<file path="src/design/adc_pkg.sv">
// Shared constants, types and functions of the AD-Census cost block.
`default_nettype none
package adc_pkg;
    localparam int MaxDisp = 64;
    // twice the disparity range, so columns queued ahead of the back end never
    // overwrite entries the current sweep still reads
    localparam int HistDepth = 2 * MaxDisp;
    localparam int HistAw = $clog2(HistDepth);
    localparam int CntW = $clog2(MaxDisp + 1);
    localparam int OneQ15 = 32768;
    // pipelined divider stages, two quotient bits each
    localparam int DivStages = 4;

    localparam logic [1:0] RegMinDisp = 2'd0;
    localparam logic [1:0] RegMaxDisp = 2'd1;
    localparam logic [1:0] RegLambdaC = 2'd2;
    localparam logic [1:0] RegLambdaH = 2'd3;

    // Per-pixel job handed from front to back.
    typedef struct packed {
        logic [7:0]        lb;
        logic [7:0]        lg;
        logic [7:0]        lr;
        logic [63:0]       code;
        logic [HistAw-1:0] wp;
        logic [CntW-1:0]   col;
        logic [6:0]        lo;
        logic [6:0]        hi;
    } job_t;

    typedef struct packed {
        logic [7:0]  b;
        logic [7:0]  g;
        logic [7:0]  r;
        logic [63:0] code;
    } hist_t;

    // 1 - exp(-i/32) in Q.15 for i = 0..255; entry i sits in bits [16i+15:16i].
    function automatic logic [4095:0] exp_table();
        logic [63:0]   e;
        logic [63:0]   ex;
        logic [4095:0] tab;
        e = 64'd1 << 30;
        tab = '0;
        for (int i = 0; i < 256; i++) begin
            ex = (e + (64'd1 << 14)) >> 15;
            tab[i*16 +: 16] = (ex > 64'd32768) ? 16'd0 : 16'(64'd32768 - ex);
            e = (e * 64'd1040706261 + (64'd1 << 29)) >> 30;
        end
        return tab;
    endfunction

    localparam logic [4095:0] ExpTab = exp_table();
endpackage
`default_nettype wire

</file>
<file path="src/design/adc_cfg.sv">
// Configuration register file.
`default_nettype none
module adc_cfg
    import adc_pkg::*;
(
    input  wire logic        clk,
    input  wire logic        rst_n,
    input  wire logic        cfg_valid,
    output logic             cfg_ready,
    input  wire logic [1:0]  cfg_index,
    input  wire logic [7:0]  cfg_data,
    output logic [5:0]       min_disp,
    output logic [6:0]       max_disp,
    output logic [7:0]       lambda_c,
    output logic [7:0]       lambda_h
);
    assign cfg_ready = 1'b1;
    always_ff @(posedge clk or negedge rst_n)
    begin
        if (!rst_n)
        begin
            min_disp <= 6'd0;
            max_disp <= 7'd64;
            lambda_c <= 8'd10;
            lambda_h <= 8'd30;
        end
        else if (cfg_valid)
        begin
            case (cfg_index)
                RegMinDisp: min_disp <= cfg_data[5:0];
                RegMaxDisp: max_disp <= cfg_data[6:0];
                RegLambdaC: lambda_c <= cfg_data;
                RegLambdaH: lambda_h <= cfg_data;
                default: ;
            endcase
        end
    end
endmodule
`default_nettype wire

</file>
<file path="config.mk">
export PLATFORM = sky130hd
export DESIGN_NAME = adc_cfg
export DESIGN_NICKNAME = d
export VERILOG_FILES = /design/src/design/adc_pkg.sv /design/src/design/adc_cfg.sv
export SDC_FILE = /design/constraint.sdc
export NUM_CORES = 1
export LEC_CHECK = 0
export BUFFER_PORTS_ARGS = -buffer_cell sky130_fd_sc_hd__buf_2
export CORE_ASPECT_RATIO = 1.1
export CORE_UTILIZATION = 45
export CTS_CLUSTER_DIAMETER = 60
export CTS_CLUSTER_SIZE = 8
export DETAILED_ROUTE_END_ITERATION = 10
export GPL_ROUTABILITY_DRIVEN = 0
export GPL_TIMING_DRIVEN = 0
export HOLD_SLACK_MARGIN = 0.12
export PLACE_DENSITY = 0.74
export SLEW_MARGIN = 20
export SYNTH_ARGS = -nofsm -noshare
export SYNTH_HDL_FRONTEND = slang
export SYNTH_SLANG_ARGS = --single-unit
</file>
<file path="constraint.sdc">
create_clock -name clk -period 1 [get_ports clk]
set_clock_uncertainty 0.2 [all_clocks]
set_input_delay 0.25 -clock clk [delete_from_list [all_inputs] [get_ports clk]]
set_output_delay 0.25 -clock clk [all_outputs]
set_load 0.02 [all_outputs]
</file>
==> results of run 1 <==
## registers in the layout (all words and copies together), names as in the netlist
register / flops
lambda_c: 8
lambda_h: 8
max_disp: 7
min_disp: 6
## report_power, final
part	leakage, nW	switching, mW	internal [mW]	total, mW
registers	0.330	0.166	1.44	1.61
clock network	0.0326	0.364	0.346	0.711
logic	0.508	0.524	0.760	1.28
## logic make-up (layout without fill, tap and decap cells)
group / Yosys count / after routing / share of synthesized area (%)
other: 1 / 1 / 0.334
muxes: 29 / 29 / 29.1
and+or+nand+nor: 4 / 4 / 4.57
DFF: 29 / 29 / 65.4
buffers and inverters: 1 / 59 / 0.668
## cell usage after synthesis
master,number
mux2_2,29
dfrtp_1,22
dfstp_2,7
nand3b_2,2
buf_4,1
conb_1,1
nand3_2,1
nor3b_4,1
## layout by cell type, fill, tap and decap left out
cell type and n:
buf_12 3, buf_2 9, buf_4 5, buf_6 34
clkbuf_1 2, clkbuf_4 5, clkbuf_8 1, conb_1 1
dfrtp_1 18, dfrtp_2 4, dfstp_2 7, mux2_2 17
mux2_4 12, nand3_4 1, nand3b_4 2, nor3b_4 1
## through the flow
stage | hold WS [ns] | TNS (ns) | setup slack (ns) | power, mW
after global placement | 0.0948 | -10.74 | -0.545 | 2.41
after floorplan | -0.246 | -2.08 | -0.220 | 2.11
after global routing | -0.226 | -11.55 | -0.472 | 3.77
after detailed placement | 0.104 | -11.40 | -0.568 | 2.44
after CTS | -0.253 | -10.41 | -0.448 | 3.57
final | -0.259 | -10.33 | -0.434 | 3.60
## final cells by class
| class | instances | share of cell area [%] |
|---|---|---|
| buffer | 1 | 0.414 |
| clock buffer | 8 | 3.24 |
| multi-input combinational | 34 | 24.9 |
| sequential | 29 | 40.8 |
| tap | 30 | 2.07 |
| timing repair buffer | 50 | 28.6 |
## path summary, 6_finish.rpt
kind | startpoint | endpoint | slack, ns
worst max-delay path | lambda_h[1] | lambda_h[1] | -0.43
worst min-delay path | rst_n | min_disp[4] | -0.26
worst max register to register | min_disp[0] | min_disp[0] | -0.11
worst min register to register | lambda_c[0] | lambda_c[0] | 0.33
max in group asynchronous | rst_n | lambda_h[6] | 0.40
min in group clk | cfg_data[6] | lambda_h[6] | -0.01
## metal layers
| layer | share of wire [%] | track usage, % | up-vias |
|---|---|---|---|
| met5 | 0 | 0 | - |
| met4 | 1.8 | 12.9 | 0 |
| met3 | 5.7 | 5.56 | 7 |
| met2 | 52 | 31.3 | 33 |
| met1 | 40 | 21.8 | 377 |
| li1 | - | - | 342 |
## what timing repair did
action	4_1_cts	5_1_grt
setup buffers	5	5
endpoints found under the hold margin	53	51
endpoints found under the setup margin	42	40
pin swaps	1	1
gates resized for setup	76	7
==> out/qor.yml, run 1 <==
ant_nets: 0
fmax_mhz: 697
synth-seq-cells: 29
grt_usage_pct: 19.0
period_needed_ns: 1.43
fin_cells: 152
ff_latch_area_um2: 739
syn_area_per_cell_um2: 17.6
synthesis.nets: 77
die_x_um: 49.6
placed_area_um2: 1410
fp.coreArea_um2: 2300
nNetsFinal: 134
cp.depth: 1
finalMaxSlewViolations: 0
p_per_area_nw_per_um2: 1990
dpl.hpwl_um: 1450
dp.cells: 135
hold_violations: 27
cts.htree.levels: 2
grt_pass1_wl_um: 3530
violations: "negative hold slack, negative setup slack"
min-delay-path-class: "in -> async"
cts_sinks: 29
io_pins: 43
drc: 0
fin_crit_sh_pct: 143
start_util_pct: 48.9
worstSetupPathType: "reg -> out"
nFillCells: 140
finalInstanceArea_um2: 1810
syn_inst: 64
yosys_warnings: 0
via_per_inst: 4.99
end_kind: "output pin"
ys_top_cells_by_area: "dfrtp_1 (49%), mux2_2 (29%), dfstp_2 (16%), nand3b_2 (2.0%), nor3b_4 (1.7%)"
wl_per_cell_um: 15.2
setup_viol: 39
path_cells: "buf_6"
port_buffers: 41
reg2reg_depth: 2
worst_pin_slew_ns: 0.633
grt_pass1_vias: 750
die_area_um2: 2700
static-leakage-power_nw: 0.870
crit_buf_inv: 1
worst_hold_slack_ns: -0.259
setup_ws_ns: -0.434
drv_cap: 0
grt_max_degree: 30
synth.distinct_cells: 8
start_kind: "flip-flop"
n_antenna_cell: 0
cts_tree: "built"
crit_path_max_fanout: 2
ir_drop_v: 0.00163
first_pass_iters: 3
insertion_delay_ns: 0.31
syn_to_final_growth_pct: 61.4
required_ns: 0.55
clockBufferDepth: 2
grt_overflow: 0
drive_above_1_share_pct: 82.8
numCtsBuffers: 5
slowest_stage: "dfstp_2"
syn_area_um2: 1120
chipHeight_um: 54.4
slew_headroom_pct: 57.8
worstPathArrival_ns: 0.98
route.vias.total: 759
cts_root_buf: "clkbuf_4"
cp_top_family: "flip-flops"
fin_util_pct: 78.9
synth.top_cell.area_share_pct: 49.0
wirelength_um: 2310
antenna_found_initial: 0
rsz0062_at_grt: "true"
multi_input_area_um2: 452
drtIter0Drc: 1
slowest_delay_ns: 0.55
yosysSeqAreaShare_pct: 65.4
yosys.area.top_type: "dfrtp_1"
status: "finished with violations"
path_clk_slew_ns: 0.09
rows: 18
Note: power is estimated with default switching activity, not from simulation.
==> run 2: changes to the inputs <==
--- a/config.mk
+++ b/config.mk
@@ -7,14 +7,14 @@
 export LEC_CHECK = 0
 export BUFFER_PORTS_ARGS = -buffer_cell sky130_fd_sc_hd__buf_2
 export CORE_ASPECT_RATIO = 1.1
-export CORE_UTILIZATION = 45
+export CORE_UTILIZATION = 40
 export CTS_CLUSTER_DIAMETER = 60
 export CTS_CLUSTER_SIZE = 8
 export DETAILED_ROUTE_END_ITERATION = 10
 export GPL_ROUTABILITY_DRIVEN = 0
 export GPL_TIMING_DRIVEN = 0
 export HOLD_SLACK_MARGIN = 0.12
-export PLACE_DENSITY = 0.74
+export PLACE_DENSITY = 0.67
 export SLEW_MARGIN = 20
 export SYNTH_ARGS = -nofsm -noshare
 export SYNTH_HDL_FRONTEND = slang
==> run 2 against run 1 <==
- the run still ends with negative hold slack, negative setup slack left
- worst hold slack about the same
- maximum frequency grew 0.41%
- count of clock-buffer cells in the layout fell by 2
- clock power is 28% higher
- first-iteration DRC count rose to 9.0 times the previous value
- routed wire length increased by 8.7%
- die area increased by 12%
- largest power group unchanged
==> out/qor.yml, run 2 (synthesis gave the netlist of run 1 again) <==
route.vias.total: 762
nNetsFinal: 137
ir_drop_v: 0.00195
io_pins: 43
cts_root_buf: "clkbuf_4"
startpoint: "lambda_h[2]"
die_area_um2: 3030
grtUsageMet3_pct: 4.00
drc: 0
grt_usage_pct: 18.8
slew_headroom_pct: 58.6
p_per_area_nw_per_um2: 2080
cts_tree: "built"
fp.coreArea_um2: 2590
drtIter0Drc: 9
finalMaxSlewViolations: 0
fmax_mhz: 700
numCtsBuffers: 5
first_pass_iters: 4
die_x_um: 52.5
start_util_pct: 43.4
violations: "negative hold slack, negative setup slack"
setup_viol: 41
hold_violations: 26
n_antenna_cell: 0
crit_buf_inv: 1
path_cells: "buf_6"
required_ns: 0.55
rr_startpoint: "min_disp[4]"
slowest_delay_ns: 0.55
period_needed_ns: 1.43
cts_sinks: 29
static-leakage-power_nw: 0.897
grt_max_degree: 30
wl_per_cell_um: 16.1
drive_above_1_share_pct: 84.0
grt_use_met2_pct: 30.4
min-delay-path-class: "in -> async"
syn_to_final_growth_pct: 65.9
start_kind: "flip-flop"
insertion_delay_ns: 0.31
mostFrequentLayoutCells: "buf_6 (38), dfrtp_1 (18), mux2_2 (17)"
ant_nets: 0
worstPathArrival_ns: 0.98
worst_hold_slack_ns: -0.258
cp_top_family: "flip-flops"
crit_path_max_fanout: 2
top_regs: "lambda_c x8, lambda_h x8, max_disp x7"
port_buffers: 41
wirelength_um: 2510
slowest_stage: "dfstp_2"
drv_cap: 0
fin_crit_sh_pct: 143
rsz0062_at_grt: "true"
grt_pass1_wl_um: 4080
worstSetupPathType: "reg -> out"
antenna_found_initial: 0
via_per_inst: 4.88
final_common_cell: "buf_6"
cts.htree.levels: 2
chipHeight_um: 57.6
grt_use_met1_pct: 24.8
status: "finished with violations"
dpl.hpwl_um: 1460
path_clk_slew_ns: 0.10
grt_pass1_vias: 823
worst_pin_slew_ns: 0.621
grt_busiest_layer: "met2"
rows: 19
clockBufferDepth: 2
grt_overflow: 0
fin_util_pct: 71.9
end_kind: "output pin"
setup_ws_ns: -0.428
## run 2: metrics by stage
step | cell area, um^2 | instances | power (mW) | TNS [ns] | worst slack, ns
after floorplan | 1170 | 64 | 2.11 | -2.08 | -0.220
after global placement | 1410 | 136 | 2.41 | -10.83 | -0.534
after detailed placement | 1410 | 136 | 2.45 | -11.19 | -0.553
after CTS | 1780 | 150 | 3.80 | -10.44 | -0.450
after global routing | 1860 | 156 | 4.06 | -11.76 | -0.472
final | 1860 | 156 | 3.87 | -10.45 | -0.428
## run 2: worst paths after layout
path / endpoint / slack [ns] / cells past startpoint
setup / recovery: lambda_h[2] / -0.43 / 1
hold / removal: lambda_c[5] / -0.26 / 1
setup reg to reg: min_disp[4] / -0.11 / 2
hold reg to reg: lambda_h[0] / 0.34 / 1
max in group asynchronous: lambda_h[5] / 0.40 / 1
min in group clk: lambda_h[7] / -0.02 / 2
## run 2: repair_timing
| action | CTS | global route |
|---|---|---|
| buffers inserted | 6 | 9 |
| pin swaps | 1 | 1 |
| endpoints found under the setup margin | 38 | 40 |
| hold endpoints to repair | 53 | 51 |
| gates resized for setup | 77 | 11 |
## run 2: worst reg2reg max path: cells and delay by family (launching register included)
family                 cells  cell delay [ns]
buffers and inverters      1             0.13
DFF                        1             0.42
muxes                      1             0.26
## run 2: metal layers
layer	vias up	wire [um]
met5	-	0
met4	0	16
met3	2	93
met2	24	1290
met1	389	1100
li1	347	-
## run 2: power by group
| group | internal, mW | switching, mW |
|---|---|---|
| clock network | 0.524 | 0.385 |
| logic | 0.803 | 0.545 |
| registers | 1.44 | 0.175 |
| total | 2.77 | 1.10 |
## run 2: area by class of cell
cell class / instances / area (um^2)
Clock inverter: 2 / 35.0
Buffer: 1 / 7.51
Sequential cell: 29 / 739
Fill cell: 180 / 727
Tap cell: 31 / 38.8
Multi-Input combinational cell: 34 / 452
Clock buffer: 6 / 41.3
Timing Repair Buffer: 53 / 551
