[src/design/adc_pkg.sv]
// Shared constants, types and functions of the AD-Census cost block.
`default_nettype none
package adc_pkg;
    localparam int MaxDisp = 64;
    // twice the disparity range, so columns queued ahead of the back end never
    // overwrite entries the current sweep still reads
    localparam int HistDepth = 2 * MaxDisp;
    localparam int HistAw = $clog2(HistDepth);
    localparam int CntW = $clog2(MaxDisp + 1);
    localparam int OneQ15 = 32768;
    // pipelined divider stages, two quotient bits each
    localparam int DivStages = 4;

    localparam logic [1:0] RegMinDisp = 2'd0;
    localparam logic [1:0] RegMaxDisp = 2'd1;
    localparam logic [1:0] RegLambdaC = 2'd2;
    localparam logic [1:0] RegLambdaH = 2'd3;

    // Per-pixel job handed from front to back.
    typedef struct packed {
        logic [7:0]        lb;
        logic [7:0]        lg;
        logic [7:0]        lr;
        logic [63:0]       code;
        logic [HistAw-1:0] wp;
        logic [CntW-1:0]   col;
        logic [6:0]        lo;
        logic [6:0]        hi;
    } job_t;

    typedef struct packed {
        logic [7:0]  b;
        logic [7:0]  g;
        logic [7:0]  r;
        logic [63:0] code;
    } hist_t;

    // 1 - exp(-i/32) in Q.15 for i = 0..255; entry i sits in bits [16i+15:16i].
    function automatic logic [4095:0] exp_table();
        logic [63:0]   e;
        logic [63:0]   ex;
        logic [4095:0] tab;
        e = 64'd1 << 30;
        tab = '0;
        for (int i = 0; i < 256; i++) begin
            ex = (e + (64'd1 << 14)) >> 15;
            tab[i*16 +: 16] = (ex > 64'd32768) ? 16'd0 : 16'(64'd32768 - ex);
            e = (e * 64'd1040706261 + (64'd1 << 29)) >> 30;
        end
        return tab;
    endfunction

    localparam logic [4095:0] ExpTab = exp_table();
endpackage
`default_nettype wire

[src/design/adc_front.sv]
// Front end: accepts columns, keeps column count, writes right history, queues jobs.
`default_nettype none
module adc_front
    import adc_pkg::*;
(
    input  wire logic        clk,
    input  wire logic        rst_n,
    input  wire logic        in_valid,
    output logic             in_ready,
    input  wire logic [7:0]  left_blue,
    input  wire logic [7:0]  left_green,
    input  wire logic [7:0]  left_red,
    input  wire logic [7:0]  right_blue,
    input  wire logic [7:0]  right_green,
    input  wire logic [7:0]  right_red,
    input  wire logic [63:0] left_code,
    input  wire logic [63:0] right_code,
    input  wire logic        row_start,
    input  wire logic [5:0]  min_disp,
    input  wire logic [6:0]  max_disp,
    output logic             hist_we,
    output logic [HistAw-1:0] hist_wa,
    output hist_t            hist_wd,
    output logic             job_valid,
    input  wire logic        job_ready,
    output job_t             job
);
    logic [HistAw-1:0] wp_reg;
    logic [CntW-1:0]   col_reg;
    // two-entry queue
    job_t       q_reg [2];
    logic       rd_reg, wr_reg;
    logic [1:0] cnt_reg;
    logic       acc;
    logic [CntW-1:0] x;
    logic [HistAw-1:0] wp_next;
    logic [6:0] hi;

    assign in_ready = (cnt_reg != 2'd2);
    assign acc = in_valid && in_ready;
    assign x = row_start ? '0 : col_reg;
    assign wp_next = wp_reg + 1'b1;
    assign hi = (max_disp > 7'(MaxDisp)) ? 7'(MaxDisp) : max_disp;
    assign hist_we = acc;
    assign hist_wa = wp_next;
    assign hist_wd = '{b: right_blue, g: right_green, r: right_red, code: right_code};
    assign job_valid = (cnt_reg != 2'd0);
    assign job = q_reg[rd_reg];

    always_ff @(posedge clk or negedge rst_n)
    begin
        if (!rst_n)
        begin
            wp_reg <= '0;
            col_reg <= '0;
            rd_reg <= 1'b0;
            wr_reg <= 1'b0;
            cnt_reg <= '0;
        end
        else
        begin
            if (acc)
            begin
                wp_reg <= wp_next;
                col_reg <= (x < CntW'(MaxDisp - 1)) ? x + 1'b1 : x;
                wr_reg <= ~wr_reg;
            end
            if (job_valid && job_ready)
                rd_reg <= ~rd_reg;
            cnt_reg <= cnt_reg + {1'b0, acc} - {1'b0, job_valid && job_ready};
        end
    end

    always_ff @(posedge clk)
    begin
        if (acc)
            q_reg[wr_reg] <= '{lb: left_blue, lg: left_green, lr: left_red,
                code: left_code, wp: wp_next, col: x, lo: {1'b0, min_disp}, hi: hi};
    end
endmodule
`default_nettype wire

[config.mk]
export PLATFORM = sky130hd
export DESIGN_NAME = adc_front
export DESIGN_NICKNAME = d
export VERILOG_FILES = /design/src/design/adc_pkg.sv /design/src/design/adc_front.sv
export SDC_FILE = /design/constraint.sdc
export NUM_CORES = 1
export LEC_CHECK = 0
export BUFFER_PORTS_ARGS = -buffer_cell sky130_fd_sc_hd__clkbuf_2
export CAP_MARGIN = 20
export CORE_MARGIN = 2
export CORE_UTILIZATION = 35
export DETAILED_ROUTE_END_ITERATION = 16
export GPL_ROUTABILITY_DRIVEN = 0
export SLEW_MARGIN = 20
export SYNTH_ARGS = -nofsm -noshare
export SYNTH_HDL_FRONTEND = slang
export SYNTH_SLANG_ARGS = --single-unit
[constraint.sdc]
create_clock -name clk -period 6.7 [get_ports clk]
set_input_delay 0.67 -clock clk [delete_from_list [all_inputs] [get_ports clk]]
set_output_delay 0.67 -clock clk [all_outputs]
set_load 0.05 [all_outputs]
==> run_results.csv, run 1 <==
group,metric,value,unit
outcome,status,"completed",
clocking,clockBufferDepth,3,
critical_path,cp_top_family,"buffers and inverters",
drt,detail_route.wl_per_cell,17.9,um
logic_synthesis,synth.cell_area,10000,um^2
timing,worstMarginPinSlew,0.891,ns
critical_path,rr_endpoint,"q_reg[1][17]$_DFFE_PP_",
power_and_ir_drop,total_power,6140,uW
critical_path,critPathMaxStageDelay,0.94,ns
finish,area_delta_synth_final,16.8,%
critical_path,ff2ff_setup_slack,4.14,ns
timing,setup_viol_count_final,0,
logic_synthesis,post_synth_edffs,230,
timing,fin_worst_skew,0.00443,ns
clocking,cts.root.buffer_cell,"clkbuf_16",
drt,wl_met3,1.93,mm
drt,initialDrtViolationCount,285,
drt,vias,5088,
timing,setup_total_negative_slack,0,ns
placement,placed_cells_incl_taps,1072,
floorplan,dieArea,30100,um^2
logic_synthesis,syn_nets,758,
floorplan,initial_core_util,0.353,
floorplan,boundaryPins,408,
timing,slew-limit-headroom,0.406,
clocking,worstSkewPairLatency,0.51,ns
finish,finalNetCount,914,
logic_synthesis,synthDistinctLibCells,37,
critical_path,critPathBufInv,2,
timing,hold_viol,0,
logic_synthesis,synthesis.instances,560,
drt,vias_per_cell,4.56,
logic_synthesis,synth_seq_cells,248,
timing,holdWs,0.111,ns
finish,top_library_cells_by_usage_in_the_layout_fill_and_taps_aside,"clkbuf_2 (230), edfxtp_1 (230), mux2_2 (75)",
finish,antenna-diode-count,0,
logic_synthesis,dominantRegCellSynth,"edfxtp_1",
drt,drt.antenna.violating_nets,0,
logic_synthesis,post_synth_and_or_nand_nor_area_fraction,0.0321,
clocking,post-cts-setup-buffers,0,
finish,postLayoutCoreUtil,0.412,
critical_path,required,6.03,ns
logic_synthesis,synth-xor-area-share,0.0131,
timing,final.min_clock_period,3.70,ns
logic_synthesis,ys.warnings.count,0,
critical_path,endpoint_kind,"output port",
drt,met1Wirelength,8.16,mm
floorplan,rows,62,
critical_path,startpoint,"rd_reg$_DFFE_PN0P_",
critical_path,path_class,"flop to output port",
drt,drt_first_pass_iters,7,
timing,final-max-slew-violation-count,0,
clocking,cts-htree-levels,1,
worst_hold_path,holdCritPathClass,"primary input to async pin",
finish,fillers,2596,
logic_synthesis,synth.area.mux_share,0.129,
run,drv.max_cap_violation_count,0,
finish,largest_reg_flops,230,
critical_path,critPathMaxFanout,60,
floorplan,chipHeight,173,um
power_and_ir_drop,ir_worst_vdd,0.000365,V
global_route,grt_remaining_overflow,0,
critical_path,worstPathCellList,"buf_4, mux2_2, clkbuf_2",
logic_synthesis,synth-async-reset-ratio,0.0726,
critical_path,r2r_start,"cnt_reg[1]$_DFF_PN0_",
power_and_ir_drop,power_per_cell_area,524,nW/um^2
global_route,grt_start_max_net_pins,63,
placement,dp_hpwl,13.3,mm
global_route,first_global_vias,5195,
clocking,cts_sinks,248,
global_route,initial_antenna_violation_count,0,
timing,clock.fmax,270,MHz
critical_path,critical-path-slowest-cell,"dfrtp_4",
critical_path,worst_setup_endpoint,"job[25]",
drt,max_layer_used,"met5",
drt,detail_route.wirelength,20.0,mm
global_route,grt.total_usage,0.127,
clocking,cts.clk_slew.worst_paths,0.06,ns
floorplan,die_width,173,um
finish,final_layout_size_suffix_gt1_frac,0.484,
clocking,inserted_clock_buffers,26,
logic_synthesis,synth_top_family_by_area,"multiplexers",
clocking,post_cts.resized_instances,0,
critical_path,rr_worst_depth,3,
power_and_ir_drop,power_leakage,0.00448,uW
drt,route.met2.wl,9.29,mm
drt,post-route-drc-count,0,
logic_synthesis,syn_area_per_cell,17.9,um^2
finish,finalNonFillerCells,1117,
critical_path,crit_arrival,3.03,ns
clocking,cts_tree,"built",
timing,rsz0062_at_grt,"false",
placement,port_buffers,230,
logic_synthesis,synth-adder-area-share,0.00498,
floorplan,core_area,28500,um^2
global_route,first_pass_grt_wire_length,29.8,mm
clocking,ctsHoldBuffers,0,
timing,part_of_the_cycle_the_worst_path_needs,0.552,
logic_synthesis,seq_total_area_yosys,0.733,
logic_synthesis,synthesized_area_fraction_occupied_by_ao_oa_aoi_and_oai_cells,0.00860,
critical_path,crit_cells,3,
critical_path,critPathLaunchType,"flop",
==> cells by family after synthesis <==
family	after synthesis
AOI/OAI and AO/OA	12
DFF	248
and+or+nand+nor	53
adders and majority gates	4
muxes	115
buffers and inverters	112
other	1
xor gates and xnor gates	15
==> power breakdown <==
part | internal (uW) | switching (uW)
sequential | 2150 | 186
combinational | 628 | 1870
clock | 771 | 538
total | 3550 | 2600
==> final cells by class <==
type                            count  area, um^2  share of cell area
Clock buffer                       35         706              0.0602
Clock inverter                     10        75.1             0.00640
Timing Repair Buffer              234        1180               0.101
Sequential cell                   248        7360               0.628
Multi-Input combinational cell    200        1900               0.162
Inverter                            6        22.5             0.00192
Tap cell                          384         480              0.0410
==> worst register-to-register path, stage by stage (launching register included) <==
cell and delay (ns):
dfrtp_1 0.41, nand2b_2 0.14, and3_4 0.76, buf_4 0.84
==> stage by stage <==
stage	setup WS [ns]	instance area (um^2)
floorplan	0.505	10000
global placement	3.52	10900
detailed placement	3.53	10900
CTS	2.95	11700
global route	2.84	11700
finish	3.00	11700
==> layer usage <==
layer / up-vias / GRT usage
li1: 2308 / -
met3: 50 / 0.0478
met5: - / 0.0112
met1: 2474 / 0.161
met2: 254 / 0.200
met4: 2 / 0.0441
==> synthesized netlist by cell type (3+ instances only) <==
cell / count / share of area
nor2_1: 6 / 0.0022
nand4_1: 3 / 0.0019
inv_1: 5 / 0.0019
nor2b_1: 6 / 0.0037
a21oi_1: 3 / 0.0015
xor2_1: 4 / 0.0035
edfxtp_1: 230 / 0.69
xnor2_1: 11 / 0.0096
ha_1: 4 / 0.0050
dfrtp_1: 18 / 0.045
nand2_1: 9 / 0.0034
mux2_1: 40 / 0.045
nand3_1: 9 / 0.0045
mux2_2: 75 / 0.084
buf_4: 93 / 0.070
and2_1: 3 / 0.0019
buf_2: 9 / 0.0045
and3_1: 6 / 0.0037
and2b_2: 3 / 0.0026
==> worst min-delay path by stage <==
stage                                   endpoint  slack [ns]  cells past startpoint
after floorplan             cnt_reg[0]$_DFF_PN0_        0.37                      0
after global placement     wp_reg[6]$_DFFE_PN0P_        0.49                      1
after detailed placement   wp_reg[6]$_DFFE_PN0P_        0.48                      1
after CTS                 col_reg[0]$_DFFE_PN0P_        0.09                      1
after global routing      col_reg[0]$_DFFE_PN0P_        0.13                      1
final                       cnt_reg[0]$_DFF_PN0_        0.11                      1
(Power assumes the default switching activity.)
==> inputs of run 2 (changes only) <==
--- a/config.mk
+++ b/config.mk
@@ -5,6 +5,7 @@
 export SDC_FILE = /design/constraint.sdc
 export NUM_CORES = 1
 export LEC_CHECK = 0
+export ABC_AREA = 1
 export BUFFER_PORTS_ARGS = -buffer_cell sky130_fd_sc_hd__clkbuf_2
 export CAP_MARGIN = 20
 export CORE_MARGIN = 2
==> constraint.sdc (replaced) <==
create_clock -name clk -period 3.6 [get_ports clk]
set_input_delay 0.36 -clock clk [delete_from_list [all_inputs] [get_ports clk]]
set_output_delay 0.36 -clock clk [all_outputs]
set_load 0.05 [all_outputs]
==> run 2 against run 1 <==
  * Non-clock buffer count is 44 higher
  * Synthesized cell count is 50% higher
  * Final cell count is 28% higher
  * Critical path type unchanged
  * Hold slack worse by 0.084 ns
  * Utilization is 2.1 points higher
  * Clock-buffer cell count is 5 higher
  * Clock skew is 0.00095 ns higher
  * Critical path depth is 2 higher
  * Final area is 5.6% higher
  * Combinational power is 120% higher
  * Synthesized area is 1.0% higher
  * Sequential share of layout area is 3.3 points lower
==> run_results.csv, run 2 <==
group,metric,value,unit
power_and_ir_drop,power_leakage,0.00541,uW
timing,slew-limit-headroom,0.546,
placement,port_buffers,230,
logic_synthesis,netlist.area_leader.share,0.681,
clocking,worstSkewPairLatency,0.53,ns
critical_path,path_class,"flop to output port",
outcome,status,"completed",
drt,vias,6416,
timing,clock.fmax,344,MHz
drt,detail_route.wirelength,27.1,mm
clocking,cts.clk_slew.worst_paths,0.06,ns
logic_synthesis,post_synth_edffs,230,
finish,final_layout_size_suffix_gt1_frac,0.281,
logic_synthesis,synth-async-reset-ratio,0.0726,
logic_synthesis,synthDistinctLibCells,31,
drt,post-route-drc-count,0,
critical_path,ff2ff_setup_slack,1.48,ns
logic_synthesis,ys.warnings.count,0,
finish,stdcell_area,12400,um^2
critical_path,rr_worst_depth,4,
critical_path,rr_endpoint,"q_reg[1][107]$_DFFE_PP_",
drt,vias_per_cell,4.47,
logic_synthesis,syn_area_per_cell,12.1,um^2
logic_synthesis,synthesis.instances,839,
timing,fin_worst_skew,0.00538,ns
drt,initialDrtViolationCount,392,
finish,most_frequent_standard_cell_in_the_layout_excluding_fill_and_tap_cells,"nand2_1",
logic_synthesis,synth.cell_area,10100,um^2
floorplan,initial_core_util,0.354,
critical_path,critPathMaxFanout,42,
finish,area_delta_synth_final,22.1,%
timing,setup_total_negative_slack,0,ns
critical_path,endpoint_kind,"output port",
global_route,grt_remaining_overflow,0,
global_route,first_pass_grt_wire_length,39.3,mm
clocking,cts-htree-levels,1,
logic_synthesis,seq_total_area_yosys,0.725,
logic_synthesis,synth_most_common_cell,"nand2_1",
global_route,grt.total_usage,0.171,
critical_path,r2r_start,"cnt_reg[1]$_DFF_PN0_",
critical_path,worst_setup_endpoint,"job[35]",
power_and_ir_drop,ir_worst_vdd,0.000977,V
critical_path,crit_arrival,2.54,ns
floorplan,dieArea,30400,um^2
floorplan,rows,62,
placement,dp_hpwl,19.4,mm
logic_synthesis,syn_nets,1037,
logic_synthesis,synth_area_leader_cell,"edfxtp_1",
timing,rsz0062_at_grt,"false",
clocking,clockBufferDepth,3,
clocking,inserted_clock_buffers,27,
worst_hold_path,holdCritPathClass,"primary input to flop",
finish,top_library_cells_by_usage_in_the_layout_fill_and_taps_aside,"nand2_1 (379), clkbuf_2 (230), edfxtp_1 (230)",
timing,setup_viol_count_final,0,
floorplan,core_area,28600,um^2
finish,finalNetCount,1227,
power_and_ir_drop,power_per_cell_area,998,nW/um^2
placement,dpl-instance-area,11100,um^2
global_route,grt_start_max_net_pins,58,
run,drv.max_cap_violation_count,0,
critical_path,critPathLaunchType,"flop",
clocking,cts.root.buffer_cell,"clkbuf_16",
timing,hold_viol,0,
drt,drt.antenna.violating_nets,0,
logic_synthesis,dominantRegCellSynth,"edfxtp_1",
power_and_ir_drop,total_power,12400,uW
floorplan,boundaryPins,408,
finish,largest_reg_flops,230,
timing,part_of_the_cycle_the_worst_path_needs,0.807,
clocking,cts_tree,"built",
floorplan,chipHeight,174,um
timing,final.min_clock_period,2.90,ns
timing,worstMarginPinSlew,0.679,ns
drt,drt_first_pass_iters,4,
logic_synthesis,largest_cells_by_area_after_synthesis,"edfxtp_1 (68%), nand2_1 (14%), buf_4 (6.9%), dfrtp_1 (4.4%), inv_1 (0.96%)",
critical_path,startpoint,"rd_reg$_DFFE_PN0P_",
drt,detail_route.wl_per_cell,18.9,um
global_route,first_global_vias,6155,
timing,final-max-slew-violation-count,0,
floorplan,die_width,174,um
global_route,initial_antenna_violation_count,1,
logic_synthesis,synth.top_cells.by_count,"nand2_1 (379), edfxtp_1 (230), buf_4 (93)",
critical_path,required,3.24,ns
clocking,post_cts.resized_instances,0,
clocking,cts_sinks,248,
logic_synthesis,synth_seq_cells,248,
[run 2: cell types whose count changed in the layout (fill, tap and decap cells not counted), sizes merged, moves of 8 or more]
| cell | change |
|---|---|
| nor2b | -8 |
| inv | +24 |
| mux2 | -115 |
| xnor2 | -9 |
| nor2 | +13 |
| dlygate4sd3 | +40 |
| nand2 | +376 |
[run 2: where the power goes]
group | leakage (uW) | switching, uW | internal [uW] | total (uW)
Combinational | 0.00262 | 4410 | 1050 | 5460
Clock | 0.000420 | 1060 | 1610 | 2680
Sequential | 0.00238 | 258 | 3960 | 4220
Total | 0.00541 | 5730 | 6630 | 12400
[run 2: stage by stage]
step	worst slack, ns	std cells	hold WS, ns	util
after floorplan	0.511	839	0.0644	-
after global placement	1.24	1344	0.371	0.388
after detailed placement	1.21	1344	0.367	0.388
after CTS	0.626	1432	0.0000928	0.432
after global routing	0.510	1434	0.00104	0.433
final	0.696	1434	0.0270	0.433
[run 2: layer usage]
metal  vias up  global-route usage  share of wire
li1       3054                   -              -
met5         -                   0              0
met2       328               0.303           0.52
met3        38              0.0873           0.13
met1      2996               0.181           0.34
met4         0              0.0420          0.018
[run 2: kinds of logic after synthesis]
group	share of synthesized area
buffers and inverters	0.0903
AO/OA/AOI/OAI	0.00518
flip-flops	0.725
other	0.000370
AND/OR/NAND/NOR	0.167
adder cells (fa/ha/maj)	0.00493
XOR/XNOR	0.00691
[run 2: final cells by class]
class                           count  area (um^2)
Timing Repair Buffer              278         1670
Clock buffer                       40          774
Tap cell                          384          480
Inverter                           30          118
Multi-Input combinational cell    444         1880
Fill cell                        2662        16200
Clock inverter                      9         87.6
Sequential cell                   248         7360
Antenna cell                        1         2.50
[run 2: how the worst min path moves through the flow]
stage | startpoint | endpoint | slack (ns) | cells past startpoint
floorplan | rst_n | cnt_reg[0]$_DFF_PN0_ | 0.06 | 0
global placement | rst_n | col_reg[5]$_DFFE_PN0P_ | 0.37 | 1
detailed placement | rst_n | col_reg[3]$_DFFE_PN0P_ | 0.37 | 1
CTS | left_red[1] | q_reg[0][92]$_DFFE_PP_ | 0.00009 | 1
global route | left_code[33] | q_reg[1][60]$_DFFE_PP_ | 0.001 | 1
finish | left_code[15] | q_reg[1][42]$_DFFE_PP_ | 0.03 | 1
[run 2: worst max-delay path: stages, from the launching register on]
cell	delay, ns
dfrtp_4	0.69
inv_4	0.46
buf_4	0.36
nand2_1	0.08
nand2_1	0.09
clkbuf_2	0.29
[run 2: what timing repair did]
| item | in CTS | in global routing |
|---|---|---|
| hold buffers | 39 | 1 |
| buffers inserted | 0 | 0 |
| endpoints found under the hold margin | 90 | 2 |
